===== src/rtl/core/cnmd_pkg.sv =====
package cnmd_pkg;

    localparam int MAX_WIDTH   = 2048;
    localparam int MAX_HEIGHT  = 2048;
    localparam int DIM_WIDTH   = 12;
    localparam int COORD_WIDTH = 11;
    localparam int PIXEL_WIDTH = 8;
    localparam int ADDR_WIDTH  = $clog2(MAX_WIDTH);
    localparam int ROW_WIDTH   = $clog2(MAX_HEIGHT);
    localparam int EFF_W_WIDTH = (ADDR_WIDTH + 1 > DIM_WIDTH) ? ADDR_WIDTH + 1 : DIM_WIDTH;
    localparam int EFF_H_WIDTH = (ROW_WIDTH + 1 > DIM_WIDTH) ? ROW_WIDTH + 1 : DIM_WIDTH;
    localparam int LINE_BITS   = 2;

    localparam logic [DIM_WIDTH-1:0] WIDTH_RESET  = DIM_WIDTH'(640);
    localparam logic [DIM_WIDTH-1:0] HEIGHT_RESET = DIM_WIDTH'(480);

    localparam logic REG_IMAGE_WIDTH  = 1'b0;
    localparam logic REG_IMAGE_HEIGHT = 1'b1;

    localparam logic KIND_ENDING      = 1'b0;
    localparam logic KIND_BIFURCATION = 1'b1;

    localparam logic [2:0] CN_ENDING      = 3'd1;
    localparam logic [2:0] CN_BIFURCATION = 3'd3;

    typedef struct packed {
        logic                  valid;
        logic [ADDR_WIDTH-1:0] col;
        logic [ROW_WIDTH-1:0]  row;
        logic                  cur;
    } pixel_t;

    typedef struct packed {
        logic [COORD_WIDTH-1:0] column;
        logic [COORD_WIDTH-1:0] row;
        logic                   kind;
    } result_t;

    // Window bit 3k is the top, 3k+1 the middle and 3k+2 the bottom of column k.
    function automatic logic [2:0] crossing_number(input logic [8:0] w);
        logic [7:0] ring;
        logic [7:0] diff;
        logic [3:0] count;
        ring  = {w[0], w[1], w[2], w[5], w[8], w[7], w[6], w[3]};
        diff  = ring ^ {ring[6:0], ring[7]};
        count = 4'd0;
        for (int i = 0; i < 8; i++)
        begin
            count = count + {3'd0, diff[i]};
        end
        return count[3:1];
    endfunction

endpackage


===== src/rtl/core/cnmd_out_buffer.sv =====
module cnmd_out_buffer (
    input  logic              clk,
    input  logic              rst_n,
    input  logic              push,
    input  cnmd_pkg::result_t push_data,
    input  logic              out_stall,
    output logic              out_valid,
    output cnmd_pkg::result_t out_data,
    output logic [1:0]        level_after
);

    logic              head_valid_reg;
    logic              head_valid_next;
    cnmd_pkg::result_t head_data_reg;
    cnmd_pkg::result_t head_data_next;
    logic              skid_valid_reg;
    logic              skid_valid_next;
    cnmd_pkg::result_t skid_data_reg;
    cnmd_pkg::result_t skid_data_next;
    logic              take;
    logic              head_free;

    assign take      = head_valid_reg && !out_stall;
    assign head_free = !head_valid_reg || take;

    // Entries still held once this cycle's word has been taken.
    assign level_after = {1'b0, head_valid_reg} + {1'b0, skid_valid_reg} - {1'b0, take};

    always_comb
    begin
        head_valid_next = head_valid_reg;
        head_data_next  = head_data_reg;
        skid_valid_next = skid_valid_reg;
        skid_data_next  = skid_data_reg;
        if (head_free)
        begin
            if (skid_valid_reg)
            begin
                head_valid_next = 1'b1;
                head_data_next  = skid_data_reg;
                skid_valid_next = push;
                skid_data_next  = push_data;
            end
            else
            begin
                head_valid_next = push;
                head_data_next  = push_data;
            end
        end
        else if (push)
        begin
            skid_valid_next = 1'b1;
            skid_data_next  = push_data;
        end
    end

    always_ff @(posedge clk or negedge rst_n)
    begin
        if (!rst_n)
        begin
            head_valid_reg <= 1'b0;
            skid_valid_reg <= 1'b0;
        end
        else
        begin
            head_valid_reg <= head_valid_next;
            skid_valid_reg <= skid_valid_next;
        end
    end

    always_ff @(posedge clk)
    begin
        head_data_reg <= head_data_next;
        skid_data_reg <= skid_data_next;
    end

    assign out_valid = head_valid_reg;
    assign out_data  = head_data_reg;

endmodule


===== config.mk =====
export PLATFORM = sky130hd
export DESIGN_NAME = cnmd_out_buffer
export DESIGN_NICKNAME = d
export VERILOG_FILES = /design/src/rtl/core/cnmd_pkg.sv /design/src/rtl/core/cnmd_out_buffer.sv
export SDC_FILE = /design/constraint.sdc
export NUM_CORES = 1
export LEC_CHECK = 0
export BUFFER_PORTS_ARGS = -buffer_cell sky130_fd_sc_hd__buf_2
export CAP_MARGIN = 0
export CORE_MARGIN = 2
export CORE_UTILIZATION = 25
export DETAILED_ROUTE_END_ITERATION = 10
export PLACE_DENSITY_LB_ADDON = 0.05
export SLEW_MARGIN = 10
export SYNTH_ARGS = -nofsm -noshare
export SYNTH_HDL_FRONTEND = slang
export SYNTH_SLANG_ARGS = --single-unit

===== constraint.sdc =====
create_clock -name clk -period 2.03 [get_ports clk]
set_input_delay 0 -clock clk [delete_from_list [all_inputs] [get_ports clk]]
set_output_delay 0 -clock clk [all_outputs]
set_load 0.02 [all_outputs]

Word level (Yosys, flattened, before mapping) --
Cells that the tools add are included. Widths: inputs -> output; s select.
Operators by class: $add $sub $neg 2, multipliers 0, divide/modulo/power cells 0, order comparisons 0, eq/ne operators 1, shifts and indexed selects 0, multiplexer cells 8, bitwise logic cells 0, reductions and logical operators 6
Operator list (count):
- $mux 23 | 4
- $mux 1 | 4
- $add 1x1->2 | 1
- $logic_not 1->1 | 2
- $ne 2x2->1 const B | 1
- $reduce_and 2->1 | 1
- $reduce_bool 2->1 | 1
- $sub 2x1->2 | 1
- $logic_and 1x1->1 | 1
- $logic_or 1x1->1 | 1
Word-level totals: bits in registers 48, latch bits 0, bits in writable memories 0, memory bits (read-only) 0, output and inout bits 26, logic and storage cells 25, memories 0

Depth between registers and ports, before layout --
depth in word-level cells 5, mapped depth 7, mapped depth without buffers 5

Least setup slack after synthesis --
OpenSTA, ideal clock, no wires.
path type register to register, from register head_valid_reg (netlist: out_valid), to register skid_data_reg[0] (netlist name) (enable), data arrival time 1.622 ns, data required time 1.674 ns, slack 0.052 ns, cell stages (with the launch flop) 3, path buffers 0, clock period less this slack 1.978 ns, cell sequence dfrtp_1 > nand2_1 > mux2_2
On the way: longest elaborated chain between the ends 4, elaborated cells on any way between the ends 6
Ends and longest elaborated chain:
- start, declared | RTL line cnmd_out_buffer.sv:12 | logic head_valid_reg;
- start signal, assigned | RTL line cnmd_out_buffer.sv:66 | head_valid_reg <= head_valid_next;
- $logic_not 1->1 / $logic_and 1x1->1 (equally long branches) | RTL line cnmd_out_buffer.sv:24, cnmd_out_buffer.sv:23
- $logic_or 1x1->1 (*) | RTL line cnmd_out_buffer.sv:24 | assign head_free = !head_valid_reg || take;
- named net head_free | RTL line cnmd_out_buffer.sv:21 | logic head_free;
- $ne 2x2->1 (no line) / $reduce_bool 2->1 (equally long branches)
- $reduce_and 2->1 (no line) (*)
- end signal, assigned | RTL line cnmd_out_buffer.sv:74 | skid_data_reg <= skid_data_next;
- end, declared | RTL line cnmd_out_buffer.sv:18 | cnmd_pkg::result_t skid_data_reg;
Mark *: on every way through the listed nets, which the timed path passes. The rest lies on a longest branch. A chain may end at the register's enable or synchronous reset.

Worst setup path in the final report --
from register head_valid_reg (netlist: out_valid), to output level_after[1]
On the way: longest elaborated chain between the ends 2, elaborated cells on any way between the ends 3
Ends and longest elaborated chain:
- $add 1x1->2 / $logic_and 1x1->1 (equally long branches) | RTL line cnmd_out_buffer.sv:27, cnmd_out_buffer.sv:23
- $sub 2x1->2 (*) | RTL line cnmd_out_buffer.sv:27 | assign level_after = {1'b0, head_valid_reg} + {1'b0, skid_valid_reg} - {1'b0, take};
- end, declared | RTL line cnmd_out_buffer.sv:9 | output logic [1:0] level_after
Every way passes the cells marked *; elsewhere a longest branch is shown, timed or not.

==> metrics.yaml <==
status: "finished, final reports clean"
seq_area_frac_synth_pct: 76.47
avgSynthCellArea_sq_um: 21.77
drv_slew: 0
dp.cells: 237
fin_skew_ns: 0.004306
power.leakage_nw: 1.040
path_max_fanout: 4
antenna_found_initial: 0
cts-root-buf: "clkbuf_8"
grt_usage_pct: 8.590
pin_count: 53
n_fill_cell: 750
drt-initial-drc-count: 42
rows: 31
clk_pin_slew_worst_paths_ns: 0.08
synthCells: 86
cts.sinks: 48
seqCellArea_sq_um: 1431
cts_hold_buf: 25
finalWirelength_microns: 3383
via_per_inst: 3.856
num_antenna_cells: 0
multi_input_area_sq_um: 390.4
finalHoldViolCount: 0
ys_types: 13
fp.coreArea_sq_um: 7253
fin_crit_sh_pct: 81.01
power_density_nw_per_um2: 880.3
worstMarginPinSlew_ns: 0.6070
drc: 0
syn_area_sq_um: 1872
vias: 1041
final_nets: 199
hp-class: "in2async"
area_growth_pct: 37.10
whs_ns: 0.02795
htree_levels: 2
synth_nets: 115
die-area_sq_um: 8196
grt_max_degree: 26
synth_seq_cells: 48
grt_pass1_vias: 1066
fin_util_pct: 35.38
start_util_pct: 25.81
ant_nets: 0
critPathRequiredTime_ns: 2.03
ys_warn_count: 0
relSlewSlack_pct: 59.53
drive_gt1_share_pct: 49.12
cts_resized: 0
arrival_ns: 1.64
clk_latency_ns: 0.29
crit_type: "reg2out"
cts_setup_buffers: 0
finalSetupViolations: 0
die_h_microns: 90.53
max_freq_ghz: 0.6081
rsz0062_at_grt: "false"
startpoint_type: "register"
portBuffers: 52
gr-total-overflow: 0
postPlaceCellArea_sq_um: 2236
maxCapViolCount: 0
fin_cells: 270
cts_tree: "yes"
timing.final.crit_period_ns: 1.645
postLayoutCellArea_sq_um: 2566
dr.pass1.iters: 4
cts_made_buffers: 5
dieWidth_microns: 90.53
clockBufferDepth: 2
end_kind: "output port"
gp_congestion: 0.6518
irDropWorstVdd_mv: 0.3765
wl_per_cell_microns: 12.53
grt_pass1_wl_microns: 5319
hpwl_microns: 2111
final.setup.tns_ns: 0
layout by cell type (no fill, tap or decap), drive strengths merged:
master and count:
buf 55, edfxtp 46, dlygate4sd3 25, mux2 24
clkbuf 7, nand2 3, inv 2, ha 2
dfrtp 2, xor2 1, nor2 1, o21ai 1
nor2b 1, clkinv 1
synth_stat cells:
library cell / instances / share of area (%)
nor2_1: 1 / 0.20
mux2_4: 16 / 13
xor2_1: 1 / 0.47
dfrtp_1: 2 / 2.7
o21ai_0: 1 / 0.27
ha_1: 2 / 1.3
buf_6: 2 / 1.2
inv_1: 2 / 0.40
mux2_2: 8 / 4.8
nor2b_1: 1 / 0.33
buf_12: 1 / 1.1
edfxtp_1: 46 / 74
nand2_1: 3 / 0.60
metrics by stage:
stage	power (mW)	setup slack, ns
floorplan	1.599	0.05221
global placement	1.719	0.5733
detailed placement	1.726	0.5388
CTS	2.309	0.3806
global route	2.384	0.2586
finish	2.259	0.3854
cells by family after synthesis:
family / after synthesis / synth area share, %
mux: 24 / 17.65
xor+xnor: 1 / 0.4680
buf+inv: 5 / 2.674
fa+ha+maj: 2 / 1.337
flops: 48 / 76.47
compound gates: 1 / 0.2671
simple gates: 5 / 1.136
critical path: stages, from the launching register on:
cell,delay (ns)
dfrtp_1,0.41
nor2b_1,0.15
ha_1,0.28
inv_1,0.04
ha_1,0.17
xor2_1,0.13
buf_2,0.17
where the power goes:
part / leakage (nW) / switching [mW] / internal, mW
clock network: 0.0399 / 0.288 / 0.240
registers: 0.474 / 0.0303 / 1.24
logic: 0.526 / 0.248 / 0.218
layout make-up:
class,instances,share of cell area [%]
Multi-Input combinational cell,33,15.21
Inverter,2,0.2925
Clock buffer,7,2.974
Timing Repair Buffer,80,20.77
Clock inverter,1,0.1463
Sequential cell,48,55.78
Tap cell,99,4.827
layer usage:
metal | GRT usage (%) | wire, microns | vias up
li1 | - | - | 494
met1 | 9.096 | 1318 | 513
met2 | 15.05 | 1816 | 32
met3 | 3.339 | 221 | 2
met4 | 3.846 | 27 | 0
met5 | 0 | 0 | -
final timing paths:
check	from	end	slack, ns	depth (start not counted)
setup / recovery	out_valid	level_after[1]	0.39	6
setup reg to reg	out_valid	skid_data_reg[9]	0.56	2
hold reg to reg	skid_data_reg[10]	out_data[10]	0.55	1
hold / removal	rst_n	out_valid	0.03	2
min in group clk	out_stall	out_valid	0.23	4
max in group asynchronous	rst_n	skid_valid_reg	1.91	2
Power figures use the tool's default switching activity.
