File: src/rtl/core/cnmd_pkg.sv
package cnmd_pkg;

    localparam int MAX_WIDTH   = 2048;
    localparam int MAX_HEIGHT  = 2048;
    localparam int DIM_WIDTH   = 12;
    localparam int COORD_WIDTH = 11;
    localparam int PIXEL_WIDTH = 8;
    localparam int ADDR_WIDTH  = $clog2(MAX_WIDTH);
    localparam int ROW_WIDTH   = $clog2(MAX_HEIGHT);
    localparam int EFF_W_WIDTH = (ADDR_WIDTH + 1 > DIM_WIDTH) ? ADDR_WIDTH + 1 : DIM_WIDTH;
    localparam int EFF_H_WIDTH = (ROW_WIDTH + 1 > DIM_WIDTH) ? ROW_WIDTH + 1 : DIM_WIDTH;
    localparam int LINE_BITS   = 2;

    localparam logic [DIM_WIDTH-1:0] WIDTH_RESET  = DIM_WIDTH'(640);
    localparam logic [DIM_WIDTH-1:0] HEIGHT_RESET = DIM_WIDTH'(480);

    localparam logic REG_IMAGE_WIDTH  = 1'b0;
    localparam logic REG_IMAGE_HEIGHT = 1'b1;

    localparam logic KIND_ENDING      = 1'b0;
    localparam logic KIND_BIFURCATION = 1'b1;

    localparam logic [2:0] CN_ENDING      = 3'd1;
    localparam logic [2:0] CN_BIFURCATION = 3'd3;

    typedef struct packed {
        logic                  valid;
        logic [ADDR_WIDTH-1:0] col;
        logic [ROW_WIDTH-1:0]  row;
        logic                  cur;
    } pixel_t;

    typedef struct packed {
        logic [COORD_WIDTH-1:0] column;
        logic [COORD_WIDTH-1:0] row;
        logic                   kind;
    } result_t;

    // Window bit 3k is the top, 3k+1 the middle and 3k+2 the bottom of column k.
    function automatic logic [2:0] crossing_number(input logic [8:0] w);
        logic [7:0] ring;
        logic [7:0] diff;
        logic [3:0] count;
        ring  = {w[0], w[1], w[2], w[5], w[8], w[7], w[6], w[3]};
        diff  = ring ^ {ring[6:0], ring[7]};
        count = 4'd0;
        for (int i = 0; i < 8; i++)
        begin
            count = count + {3'd0, diff[i]};
        end
        return count[3:1];
    endfunction

endpackage

File: src/rtl/core/cnmd_window.sv
module cnmd_window (
    input  logic                               clk,
    input  logic                               rst_n,
    input  cnmd_pkg::pixel_t                   pix,
    input  logic                               up,
    input  logic                               mid,
    input  logic [cnmd_pkg::EFF_W_WIDTH-1:0]   eff_width,
    input  logic [cnmd_pkg::EFF_H_WIDTH-1:0]   eff_height,
    output logic                               result_valid,
    output cnmd_pkg::result_t                  result
);

    logic [8:0]                         window_reg;
    logic [8:0]                         window_next;
    logic [2:0]                         cn;
    logic [cnmd_pkg::EFF_W_WIDTH-1:0]   col_ext;
    logic [cnmd_pkg::EFF_H_WIDTH-1:0]   row_ext;
    logic                               interior;

    assign window_next = {pix.cur, mid, up, window_reg[8:3]};
    assign cn          = cnmd_pkg::crossing_number(window_next);
    assign col_ext     = cnmd_pkg::EFF_W_WIDTH'(pix.col);
    assign row_ext     = cnmd_pkg::EFF_H_WIDTH'(pix.row);

    assign interior = (col_ext >= cnmd_pkg::EFF_W_WIDTH'(2))
                   && (col_ext <= eff_width - cnmd_pkg::EFF_W_WIDTH'(1))
                   && (row_ext >= cnmd_pkg::EFF_H_WIDTH'(2))
                   && (row_ext <= eff_height - cnmd_pkg::EFF_H_WIDTH'(1));

    assign result_valid = pix.valid && interior && window_next[4]
                       && ((cn == cnmd_pkg::CN_ENDING) || (cn == cnmd_pkg::CN_BIFURCATION));

    assign result.column = cnmd_pkg::COORD_WIDTH'(col_ext - cnmd_pkg::EFF_W_WIDTH'(1));
    assign result.row    = cnmd_pkg::COORD_WIDTH'(row_ext - cnmd_pkg::EFF_H_WIDTH'(1));
    assign result.kind   = (cn == cnmd_pkg::CN_BIFURCATION) ? cnmd_pkg::KIND_BIFURCATION
                                                            : cnmd_pkg::KIND_ENDING;

    always_ff @(posedge clk or negedge rst_n)
    begin
        if (!rst_n)
        begin
            window_reg <= 9'd0;
        end
        else if (pix.valid)
        begin
            window_reg <= window_next;
        end
    end

endmodule

File: config.mk
export PLATFORM = sky130hd
export DESIGN_NAME = cnmd_window
export DESIGN_NICKNAME = d
export VERILOG_FILES = /design/src/rtl/core/cnmd_pkg.sv /design/src/rtl/core/cnmd_window.sv
export SDC_FILE = /design/constraint.sdc
export NUM_CORES = 1
export LEC_CHECK = 0
export ABC_CLOCK_PERIOD_IN_PS = 3960
export BUFFER_PORTS_ARGS = -buffer_cell sky130_fd_sc_hd__buf_2
export CORE_MARGIN = 4
export CORE_UTILIZATION = 30
export CTS_CLUSTER_DIAMETER = 60
export DETAILED_ROUTE_END_ITERATION = 8
export MAX_ROUTING_LAYER = met4
export PLACE_DENSITY = 0.61
export SLEW_MARGIN = 15
export SYNTH_ARGS = -nofsm -noshare
export SYNTH_HDL_FRONTEND = slang
export SYNTH_SLANG_ARGS = --single-unit
File: constraint.sdc
create_clock -name clk -period 3.96 [get_ports clk]
set_input_delay 0.198 -clock clk [delete_from_list [all_inputs] [get_ports clk]]
set_output_delay 0.198 -clock clk [all_outputs]
set_load 0.02 [all_outputs]
# --- Word-level counts from Yosys, hierarchy flattened ---
# Index checks and enable logic that the tools add are counted.
totals:
  register_bits: 9
  inputBits: 52
  output_inout_bits: 24
  elab_cells: 27
classes:
  n_addsub: 11
  order_cmp: 4
  n_eq_ne: 2
  n_mux: 1
  bitwise_logic: 1
  n_reduce_logical: 7
ops:
  columns: ["operator", "n"]
  rows:
  - ["$le A11 B12 Y1", 2]
  - ["$sub A12 B1 Y12 const B", 2]
  - ["$ge A11 B2 Y1 const B", 2]
  - ["$sub A11 B1 Y11 const B", 2]
  - ["$add A4 B1 Y4", 4]
  - ["$xor A8 B8 Y8", 1]
  - ["$logic_and A1 B1 Y1", 6]
  - ["$add A3 B1 Y4", 1]
  - ["$add A2 B1 Y3", 1]
  - ["$eq A3 B1 Y1 const B", 1]
  - ["$eq A3 B2 Y1 const B", 1]
  - ["$add A1 B1 Y2", 1]
  - ["$logic_or A1 B1 Y1", 1]
  - ["$mux W1", 1]

# --- Depth between registers and ports, before layout ---
# Gate-level depths: netlist (run 1).
logic_depth:
  depth_word: 11
  depth_mapped: 12
  mapped_depth_nobuf: 12

# --- Worst setup path after synthesis (run 1) ---
# Ideal clock, no wire load.
synth_timing:
  path_kind: "reg-to-output"
  start: "register window_reg[3]"
  end: "output result_valid"
  arrival_time_ns: 3.408
  setup_slack_ns: 0.354
  stages_incl_launch_ff: 10
  path_buffers: 0
  path_cell_list: "dfrtp_1 -> xor2_1 -> fa_1 -> fa_1 -> fa_1 -> and2_1 -> fa_1 -> o21ai_0 -> a211o_1 -> nor4_2"
synth_between:
  elab_chain_len: 11
  word_cells_on_any_way: 12
  classes_between: "add/sub (7); eq/ne (2); bitwise (1); reduce/logical (2)"
synth_rtl:
  columns: ["element", "line", "rtl"]
  rows:
  - ["from (decl)", "cnmd_window.sv:13", "logic [8:0] window_reg;"]
  - ["from (signal assigned)", "cnmd_window.sv:46", "window_reg <= window_next;"]
  - ["$xor A8 B8 Y8 (*)", "cnmd_pkg.sv:45", "diff = ring ^ {ring[6:0], ring[7]};"]
  - ["$add A1 B1 Y2", "cnmd_pkg.sv:49", "count = count + {3'd0, diff[i]};"]
  - ["$add A2 B1 Y3", "cnmd_pkg.sv:49", null]
  - ["$add A3 B1 Y4", "cnmd_pkg.sv:49", null]
  - ["$add A4 B1 Y4 (3 in a row)", "cnmd_pkg.sv:49", null]
  - ["$add A4 B1 Y4 (*)", "cnmd_pkg.sv:49", null]
  - ["$eq A3 B1 Y1 / $eq A3 B2 Y1 (equally long branches)", "cnmd_window.sv:31", "&& ((cn == cnmd_pkg::CN_ENDING) || (cn == cnmd_pkg::CN_BIFURCATION));"]
  - ["$logic_or A1 B1 Y1 (*)", "cnmd_window.sv:31", null]
  - ["$logic_and A1 B1 Y1 (*)", "cnmd_window.sv:31", null]
  - ["to (decl)", "cnmd_window.sv:9", "output logic result_valid,"]
# Every way passes the cells marked *; elsewhere a longest branch is shown, timed or not.

# --- Worst setup path after layout (run 1) ---
layout_timing:
  start: "register window_reg[6]"
  end: "output result_valid"
layout_between:
  elab_chain_len: 11
  word_cells_on_any_way: 12
  classes_between: "add/sub (7); eq/ne (2); bitwise (1); reduce/logical (2)"
layout_rtl:
  columns: ["element", "line"]
  rows:
  - ["$xor A8 B8 Y8 (*)", "cnmd_pkg.sv:45"]
  - ["$add A1 B1 Y2 (*)", "cnmd_pkg.sv:49"]
  - ["$add A2 B1 Y3 (*)", "cnmd_pkg.sv:49"]
  - ["$add A3 B1 Y4 (*)", "cnmd_pkg.sv:49"]
  - ["$add A4 B1 Y4 (*) (4 in a row)", "cnmd_pkg.sv:49"]
  - ["$eq A3 B1 Y1 / $eq A3 B2 Y1 (equally long branches)", "cnmd_window.sv:31"]
  - ["$logic_or A1 B1 Y1 (*)", "cnmd_window.sv:31"]
  - ["$logic_and A1 B1 Y1 (*)", "cnmd_window.sv:31"]
# Marked as above.

==> impl_metrics.env, run 1 <==
export IMPL_num_rows=27
export IMPL_start_util_pct=30.8
export IMPL_rsz0062_at_grt="yes"
export IMPL_setup_slack_ns=0.113
export IMPL_dr_pass1_iters=4
export IMPL_yosys_area_top_type_share_pct=22.2
export IMPL_die_height_microns=83.0
export IMPL_antenna_left=0
export IMPL_synthArstFlopShare_pct=100
export IMPL_syn_instance_count=201
export IMPL_tns_ns=0
export IMPL_cts_tree="built"
export IMPL_largest_register_ffs=6
export IMPL_postPlaceCellArea_sq_um=2150
export IMPL_critPathBufInv=1
export IMPL_routed_wl_mm=4.43
export IMPL_seq_area_frac_synth_pct=8.90
export IMPL_power_density_nw_per_um2=274
export IMPL_wl_per_cell_microns=12.6
export IMPL_syn_to_final_growth_pct=31.0
export IMPL_synth_avg_cell_area_sq_um=8.40
export IMPL_syn_area_sq_um=1690
export IMPL_irDropWorstVdd_uv=318
export IMPL_yosysWarnings=0
export IMPL_grt_pass1_wl_mm=7.49
export IMPL_final_max_slew_viol_count=0
export IMPL_min_period_ns=3.85
export IMPL_core_sq_um=5470
export IMPL_cap_violations=0
export IMPL_fin_cells=352
export IMPL_dpl_hpwl_mm=4.01
export IMPL_grt_total_usage_pct=13.1
export IMPL_critical_path_class="flop to output port"
export IMPL_path_cells="xor2_1 > fa_1 > fa_1 > fa_1 > and2_4 > fa_1 > o21ai_1 > a211o_1 > nor4_2 > buf_2"
export IMPL_synth_edff_count=0
export IMPL_slew_headroom_pct=62.9
export IMPL_crit_required_ns=3.76
export IMPL_power_share_sequential_pct=12.6
export IMPL_routed_via_count=1686
export IMPL_cp_slowest_cell="fa_1"
export IMPL_grt_max_degree=8
export IMPL_drive_gt1_share_pct=32.1
export IMPL_io_buffers=75
export IMPL_grt_pass1_vias=1680
export IMPL_synth_ff_type="dfrtp_1"
export IMPL_crit_arrival_ns=3.65
export IMPL_hold_path_class="input port to flop"
export IMPL_clock_root_buffer="clkbuf_8"
export IMPL_antenna_found_initial=0
export IMPL_drc=0
export IMPL_critPathMaxStageDelay_ns=0.55
export IMPL_clock_skew_ns=0.00158
export IMPL_htree_num_levels=1
export IMPL_postLayoutCellArea_sq_um=2210
export IMPL_worst_path_most_repeated_cell="fa_1"
export IMPL_crit_path_start_kind="flop"
export IMPL_cpLargestDelayFamily="adder cells"
export IMPL_num_io_pins=76
export IMPL_finalHoldViolations=0
export IMPL_syn_num_nets=287
export IMPL_final_nets=368
export IMPL_p_clk_share_pct=14.7
export IMPL_drt_initial_drc_count=41
export IMPL_die_x_microns=83.0
export IMPL_setup_viol=0
export IMPL_worst_slew_pin_slew_ns=0.551
export IMPL_crit_fanout=4
export IMPL_die_area_sq_um=6890
export IMPL_pwr_share_comb_pct=72.7
export IMPL_cts_path_max_buffers=2
export IMPL_place_congestion=0.779
export IMPL_period_share_pct=97.1
export IMPL_grt_overflow_total=0
export IMPL_dp_cells=347
export IMPL_worstSetupEndpointType="output port"
export IMPL_final_cell_mix="75 x buf_2, 30 x ha_1, 28 x xor2_1, 17 x xnor2_1, 16 x nor2_1"
export IMPL_p_leak_nw=1.04
export IMPL_place_ws_ns=0.264
export IMPL_synthTopCellsByArea="ha_1 22%, xor2_1 15%, dfrtp_1 8.9%"
export IMPL_ys_ff_latch=6
export IMPL_power_switching_w=0.000273
export IMPL_outcome="finished, final reports clean"
export IMPL_ys_types=38
export IMPL_numCtsBuffers=3
export IMPL_synth_area_leader_cell="ha_1"
export IMPL_antennaDiodeCount=0
export IMPL_p_int_w=0.000334
export IMPL_switching_share_pct=45.0
export IMPL_clk_latency_ns=0.22
export IMPL_path_clk_slew_ns=0.03
export IMPL_layout_commonest_cell="buf_2"
export IMPL_avgViaCountPerCell=4.79
export IMPL_max_freq_mhz=260
export IMPL_cts_sinks=6
-- metal layers --
| layer | GRT usage [%] | routed length, microns | up-vias |
|---|---|---|---|
| li1 | - | - | 889 |
| met5 | - | 0 | - |
| met1 | 18.0 | 2200 | 755 |
| met4 | 2.23 | 30 | 0 |
| met3 | 2.68 | 227 | 4 |
| met2 | 20.3 | 1970 | 38 |
-- per-stage QoR --
| step | hold WS, ns | utilization, % | total power, W |
|---|---|---|---|
| 5_1_grt | 0.274 | 40.4 | 0.000678 |
| 4_1_cts | 0.271 | 40.2 | 0.000606 |
| 3_3_place_gp | 0.0256 | 39.3 | 0.000497 |
| 3_5_place_dp | 0.0296 | 39.3 | 0.000511 |
| 2_1_floorplan | -0.0976 | - | 0.000378 |
| 6_report | 0.274 | 40.4 | 0.000607 |
-- worst paths after layout --
check | end | from | slack [ns] | cells past startpoint
min in group asynchronous | window_reg[5] | rst_n | 0.34 | 2
worst max register to register | window_reg[8] | window_reg[8] | 3.15 | 1
worst max-delay path | result_valid | window_reg[6] | 0.11 | 10
worst min-delay path | window_reg[6] | up | 0.27 | 2
worst min register to register | window_reg[7] | window_reg[7] | 0.53 | 1
max in group asynchronous | window_reg[6] | rst_n | 3.47 | 2
-- power groups by stage --
| stage | Sequential (W) | Combinational (W) | Clock [W] |
|---|---|---|---|
| after global placement | 0.0000771 | 0.000420 | 0 |
| after global routing | 0.0000779 | 0.000502 | 0.0000973 |
| after floorplan | 0.0000761 | 0.000302 | 0 |
| after CTS | 0.0000771 | 0.000436 | 0.0000927 |
| after detailed placement | 0.0000778 | 0.000433 | 0 |
| final | 0.0000766 | 0.000441 | 0.0000892 |
-- cells by family after synthesis --
kind of cell / Yosys count / share of synthesized area, %
AO/OA/AOI/OAI: 25 / 10.2
XOR/XNOR: 45 / 23.4
adder cells (fa/ha/maj): 34 / 27.0
buffers and inverters: 14 / 3.11
flip-flops: 6 / 8.90
multiplexers: 5 / 3.34
AND/OR/NAND/NOR: 72 / 24.2
-- layout make-up --
cell class	instances	area, sq um
Fill cell	599	3260
Multi-Input combinational cell	181	1490
Timing Repair Buffer	77	393
Sequential cell	6	150
Tap cell	72	90.1
Inverter	13	48.8
Clock buffer	3	41.3
-- cells in the mapped netlist, drive strengths merged, types with 2 or more instances --
cell type  number
a311oi          2
fa              4
mux2            5
o21ai           5
or2             2
ha             30
nand3           5
o21a            2
nand4           4
dfrtp           6
nor2b           3
nor3            8
nand2          10
inv            13
a21o            2
or4             5
nor2           16
xor2           28
a21oi           4
nor4           11
xnor2          17
nand3b          2
o211ai          2
a211o           2
and2            2
-- repair_timing --
action | in CTS | in global routing
gates resized for setup | 0 | 2
buffers inserted | 0 | 1
hold endpoints to repair | 6 | 0
setup endpoints to repair | 0 | 1
hold buffers | 1 | 0
Power figures use the tool's default switching activity.
==> run 2: changes to the inputs <==
--- a/config.mk
+++ b/config.mk
@@ -5,14 +5,15 @@
 export SDC_FILE = /design/constraint.sdc
 export NUM_CORES = 1
 export LEC_CHECK = 0
-export ABC_CLOCK_PERIOD_IN_PS = 3960
+export ABC_CLOCK_PERIOD_IN_PS = 4700
 export BUFFER_PORTS_ARGS = -buffer_cell sky130_fd_sc_hd__buf_2
 export CORE_MARGIN = 4
-export CORE_UTILIZATION = 30
+export CORE_UTILIZATION = 40
 export CTS_CLUSTER_DIAMETER = 60
 export DETAILED_ROUTE_END_ITERATION = 8
+export GPL_ROUTABILITY_DRIVEN = 0
 export MAX_ROUTING_LAYER = met4
-export PLACE_DENSITY = 0.61
+export PLACE_DENSITY = 0.76
 export SLEW_MARGIN = 15
 export SYNTH_ARGS = -nofsm -noshare
 export SYNTH_HDL_FRONTEND = slang
==> constraint.sdc (replaced) <==
create_clock -name clk -period 4.7 [get_ports clk]
set_input_delay 0.235 -clock clk [delete_from_list [all_inputs] [get_ports clk]]
set_output_delay 0.235 -clock clk [all_outputs]
set_load 0.02 [all_outputs]
==> impl_metrics.env, run 2 (same netlist as run 1, synthesis figures left out) <==
export IMPL_outcome="finished, final reports clean"
export IMPL_grt_pass1_vias=1659
export IMPL_period_share_pct=82.4
export IMPL_antennaDiodeCount=0
export IMPL_cts_tree="built"
export IMPL_r2r_slack_ns=3.87
export IMPL_path_clk_slew_ns=0.03
export IMPL_avgViaCountPerCell=5.20
export IMPL_drc=0
export IMPL_die_x_microns=73.0
export IMPL_grt_pass1_wl_mm=7.19
export IMPL_worst_path_most_repeated_cell="fa_1"
export IMPL_pwr_share_comb_pct=72.1
export IMPL_final_cell_mix="75 x buf_2, 30 x ha_1, 28 x xor2_1, 17 x xnor2_1, 16 x nor2_1"
export IMPL_num_rows=23
export IMPL_clock_skew_ns=0.000525
export IMPL_grt_total_usage_pct=17.3
export IMPL_htree_num_levels=1
export IMPL_dr_pass1_iters=4
export IMPL_postPlaceCellArea_sq_um=2120
export IMPL_critical_path_class="flop to output port"
export IMPL_worst_slew_pin_slew_ns=0.654
export IMPL_grtUsageMet3_pct=2.34
export IMPL_worstSetupEndpointType="output port"
export IMPL_final_max_slew_viol_count=0
export IMPL_cap_violations=0
export IMPL_setup_viol=0
export IMPL_core_sq_um=4030
export IMPL_drt_initial_drc_count=46
export IMPL_die_height_microns=73.0
export IMPL_filler_cell_count=399
export IMPL_critPathBufInv=1
export IMPL_final_nets=367
export IMPL_finalHoldViolations=0
export IMPL_drive_gt1_share_pct=31.5
export IMPL_clock_root_buffer="clkbuf_8"
export IMPL_top_usage_layer="met2"
export IMPL_start_util_pct=41.9
export IMPL_fin_cells=329
export IMPL_tns_ns=0
export IMPL_crit_path_start_kind="flop"
export IMPL_power_w=0.000505
export IMPL_max_freq_mhz=258
export IMPL_p_leak_nw=1.04
export IMPL_largest_register_ffs=6
export IMPL_dpl_hpwl_mm=3.92
export IMPL_hold_path_class="input port to flop"
export IMPL_power_share_sequential_pct=12.8
export IMPL_postLayoutCellArea_sq_um=2170
export IMPL_layout_commonest_cell="buf_2"
export IMPL_cp_slowest_cell="fa_1"
export IMPL_antenna_left=0
export IMPL_grtUsageMet1_pct=22.3
export IMPL_wl_per_cell_microns=13.3
export IMPL_slew_headroom_pct=56.0
export IMPL_crit_fanout=4
export IMPL_num_io_pins=76
export IMPL_clk_latency_ns=0.22
export IMPL_cts_path_max_buffers=2
export IMPL_routed_via_count=1712
export IMPL_crit_required_ns=4.47
export IMPL_p_int_w=0.000275
export IMPL_die_area_sq_um=5320
export IMPL_power_switching_w=0.000231
export IMPL_min_period_ns=3.87
export IMPL_power_density_nw_per_um2=233
export IMPL_path_cells="xor2_1 > fa_1 > fa_1 > fa_1 > and2_1 > fa_1 > o21ai_0 > a211o_1 > nor4_2 > buf_2"
export IMPL_numCtsBuffers=3
export IMPL_io_buffers=75
export IMPL_dp_cells=325
export IMPL_setup_slack_ns=0.829
export IMPL_routed_wl_mm=4.36
export IMPL_grt_overflow_total=0
export IMPL_crit_arrival_ns=3.64
export IMPL_critPathMaxStageDelay_ns=0.52
export IMPL_cts_sinks=6
export IMPL_post_cts_buffers=0
export IMPL_switching_share_pct=45.7
export IMPL_place_ws_ns=1.03
export IMPL_p_clk_share_pct=15.0
export IMPL_rsz0062_at_grt="no"
export IMPL_antenna_found_initial=0
export IMPL_irDropWorstVdd_uv=134
export IMPL_syn_to_final_growth_pct=28.8
export IMPL_cpLargestDelayFamily="adder cells"
export IMPL_grt_max_degree=8
export IMPL_use_met2_pct=27.7
[run 2: power by group through the flow]
stage / clock network, W / registers, W / logic, W
2_1_floorplan: 0 / 0.0000641 / 0.000254
3_3_place_gp: 0 / 0.0000649 / 0.000350
3_5_place_dp: 0 / 0.0000654 / 0.000368
4_1_cts: 0.0000794 / 0.0000648 / 0.000370
5_1_grt: 0.0000841 / 0.0000656 / 0.000407
6_report: 0.0000759 / 0.0000649 / 0.000365
[run 2: timing repair]
item / CTS / global route
hold buffers: 1 / 0
setup endpoints to repair: 0 / 0
resized for setup: 0 / 0
endpoints found under the hold margin: 6 / 0
[run 2: worst paths after layout]
path                       cells after the start     startpoint            end
setup / recovery                              10  window_reg[6]   result_valid
hold / removal                                 2            mid  window_reg[7]
setup reg to reg                               1  window_reg[8]  window_reg[8]
hold reg to reg                                1  window_reg[7]  window_reg[7]
max in group asynchronous                      2          rst_n  window_reg[7]
min in group asynchronous                      2          rst_n  window_reg[3]
[run 2: area by class of cell]
class,instances,area [sq um],area share (%)
Clock buffer,3,41.3,1.90
Inverter,13,48.8,2.25
Multi-Input combinational cell,181,1490,68.3
Sequential cell,6,150,6.91
Tap cell,50,62.6,2.88
Timing Repair Buffer,76,385,17.7
[run 2: per-stage QoR]
stage          hold WS (ns)  util (%)
5_1_grt               0.309      53.9
4_1_cts               0.298      53.9
2_1_floorplan       -0.0606         -
3_5_place_dp         0.0690      52.7
3_3_place_gp         0.0635      52.7
6_report              0.301      53.9
[run 2: layer usage]
metal | vias to the layer above | wire length [microns]
li1 | 890 | -
met5 | - | 0
met2 | 54 | 2060
met3 | 11 | 252
met1 | 757 | 1960
met4 | 0 | 90
==> run 3: changes to the inputs <==
--- a/config.mk
+++ b/config.mk
@@ -5,7 +5,7 @@
 export SDC_FILE = /design/constraint.sdc
 export NUM_CORES = 1
 export LEC_CHECK = 0
-export ABC_CLOCK_PERIOD_IN_PS = 4700
+export ABC_CLOCK_PERIOD_IN_PS = 3300
 export BUFFER_PORTS_ARGS = -buffer_cell sky130_fd_sc_hd__buf_2
 export CORE_MARGIN = 4
 export CORE_UTILIZATION = 40
@@ -13,7 +13,7 @@
 export DETAILED_ROUTE_END_ITERATION = 8
 export GPL_ROUTABILITY_DRIVEN = 0
 export MAX_ROUTING_LAYER = met4
-export PLACE_DENSITY = 0.76
+export PLACE_DENSITY = 0.78
 export SLEW_MARGIN = 15
 export SYNTH_ARGS = -nofsm -noshare
 export SYNTH_HDL_FRONTEND = slang
==> constraint.sdc (replaced) <==
create_clock -name clk -period 3.3 [get_ports clk]
set_input_delay 0.165 -clock clk [delete_from_list [all_inputs] [get_ports clk]]
set_output_delay 0.165 -clock clk [all_outputs]
set_load 0.02 [all_outputs]
==> impl_metrics.env, run 3 (same netlist as run 1, synthesis figures left out) <==
export IMPL_outcome="complete, but fails checks"
export IMPL_violations="negative setup slack"
export IMPL_avgViaCountPerCell=5.25
export IMPL_slew_headroom_pct=58.1
export IMPL_grt_total_usage_pct=16.7
export IMPL_worst_path_most_repeated_cell="fa_1"
export IMPL_grt_pass1_wl_mm=7.11
export IMPL_hold_path_class="input port to flop"
export IMPL_num_io_pins=76
export IMPL_path_cells="xor2_2 > fa_1 > fa_1 > fa_1 > and2_4 > fa_1 > o21ai_2 > a211o_1 > nor4_4 > buf_4"
export IMPL_routed_via_count=1747
export IMPL_power_density_nw_per_um2=354
export IMPL_dpl_hpwl_mm=3.90
export IMPL_clock_skew_ns=0.00589
export IMPL_die_x_microns=73.0
export IMPL_num_rows=23
export IMPL_drive_gt1_share_pct=34.3
export IMPL_crit_arrival_ns=3.62
export IMPL_tns_ns=-0.574
export IMPL_routed_wl_mm=4.36
export IMPL_power_w=0.000792
export IMPL_cts_tree="built"
export IMPL_final_nets=371
export IMPL_place_ws_ns=-0.378
export IMPL_cts_sinks=6
export IMPL_syn_to_final_growth_pct=32.7
export IMPL_crit_path_start="window_reg[6]"
export IMPL_worst_slew_pin_slew_ns=0.623
export IMPL_cp_slowest_cell="fa_1"
export IMPL_final_max_slew_viol_count=0
export IMPL_irDropWorstVdd_uv=301
export IMPL_min_period_ns=3.78
export IMPL_seq_area_sq_um=151
export IMPL_core_sq_um=4030
export IMPL_max_freq_mhz=264
export IMPL_setup_slack_ns=-0.482
export IMPL_start_util_pct=41.9
export IMPL_wl_per_cell_microns=13.1
export IMPL_dr_pass1_iters=4
export IMPL_finalHoldViolations=0
export IMPL_grtUsageMet1_pct=20.8
export IMPL_critPathMaxStageDelay_ns=0.53
export IMPL_antenna_left=0
export IMPL_r2r_start="window_reg[3]"
export IMPL_rsz0062_at_grt="yes"
export IMPL_clock_root_buffer="clkbuf_8"
export IMPL_grtUsageMet3_pct=1.38
export IMPL_grt_pass1_vias=1678
export IMPL_cap_violations=0
export IMPL_period_share_pct=115
export IMPL_antennaDiodeCount=0
export IMPL_p_leak_nw=1.06
export IMPL_htree_num_levels=1
export IMPL_filler_cell_count=376
export IMPL_path_clk_slew_ns=0.04
export IMPL_grt_max_degree=8
export IMPL_multi_input_area_sq_um=1520
export IMPL_die_area_sq_um=5320
export IMPL_numCtsBuffers=3
export IMPL_antenna_found_initial=0
export IMPL_crit_path_start_kind="flop"
export IMPL_layout_commonest_cell="buf_2"
export IMPL_crit_fanout=4
export IMPL_crit_required_ns=3.13
export IMPL_cts_path_max_buffers=2
export IMPL_worstHoldStart="mid"
export IMPL_post_cts_buffers=0
export IMPL_setup_viol=2
export IMPL_largest_register_ffs=6
export IMPL_final_util_pct=55.6
export IMPL_grt_overflow_total=0
export IMPL_final_cell_mix="73 x buf_2, 30 x ha_1, 26 x xor2_1, 17 x xnor2_1, 16 x nor2_1"
export IMPL_drt_initial_drc_count=46
export IMPL_die_height_microns=73.0
export IMPL_drc=0
export IMPL_use_met2_pct=29.7
export IMPL_io_buffers=75
export IMPL_top_usage_layer="met2"
export IMPL_worstSetupEndpointType="output port"
export IMPL_clk_latency_ns=0.22
export IMPL_critical_path_class="flop to output port"
-- run 3: cell count changes in the layout (fill, tap and decap cells not counted), sizes merged --
cell and delta:
buf +4
-- run 3: power by group --
group	internal, W	leakage, nW	total, W	switching, W
Combinational	0.000275	0.972	0.000589	0.000314
Sequential	0.0000832	0.0697	0.0000935	0.0000104
Clock	0.0000783	0.0216	0.000109	0.0000309
-- run 3: routing by layer --
metal | vias up | wire (microns)
met1 | 796 | 1880
met2 | 43 | 2230
met4 | 0 | 47
met3 | 6 | 196
li1 | 902 | -
met5 | - | 0
-- run 3: worst paths after layout --
path	endpoint	slack, ns	cells after the start
setup / recovery	result_valid	-0.48	10
max in group asynchronous	window_reg[6]	2.81	2
hold / removal	window_reg[7]	0.24	2
hold reg to reg	window_reg[7]	0.52	1
min in group asynchronous	window_reg[4]	0.32	2
setup reg to reg	window_reg[3]	2.38	2
-- run 3: per-stage QoR --
stage | instances | hold slack [ns] | instance area [sq um]
floorplan | 201 | -0.131 | 1700
global placement | 329 | -0.00883 | 2160
detailed placement | 329 | -0.000594 | 2160
CTS | 333 | 0.239 | 2240
global route | 333 | 0.250 | 2240
finish | 333 | 0.236 | 2240
-- run 3: timing repair --
item / 4_1_cts / 5_1_grt
setup endpoints to repair: 2 / 2
gates resized for setup: 6 / 1
pin swaps: 4 / 1
endpoints found under the hold margin: 6 / 0
hold buffers: 1 / 0
-- run 3: worst max-delay path, delay by kind of cell (launching register included) --
kind | cells | cell delay [ns]
AOI/OAI and AO/OA | 2 | 0.31
xor gates and xnor gates | 1 | 0.17
adders and majority gates | 4 | 1.92
buffers and inverters | 1 | 0.18
DFF | 1 | 0.43
and+or+nand+nor | 2 | 0.39
-- run 3: final cells by class --
cell class / instances / area share (%)
Clock buffer: 3 / 1.84
Inverter: 13 / 2.18
Multi-Input combinational cell: 181 / 67.7
Sequential cell: 6 / 6.76
Tap cell: 50 / 2.79
Timing Repair Buffer: 80 / 18.8
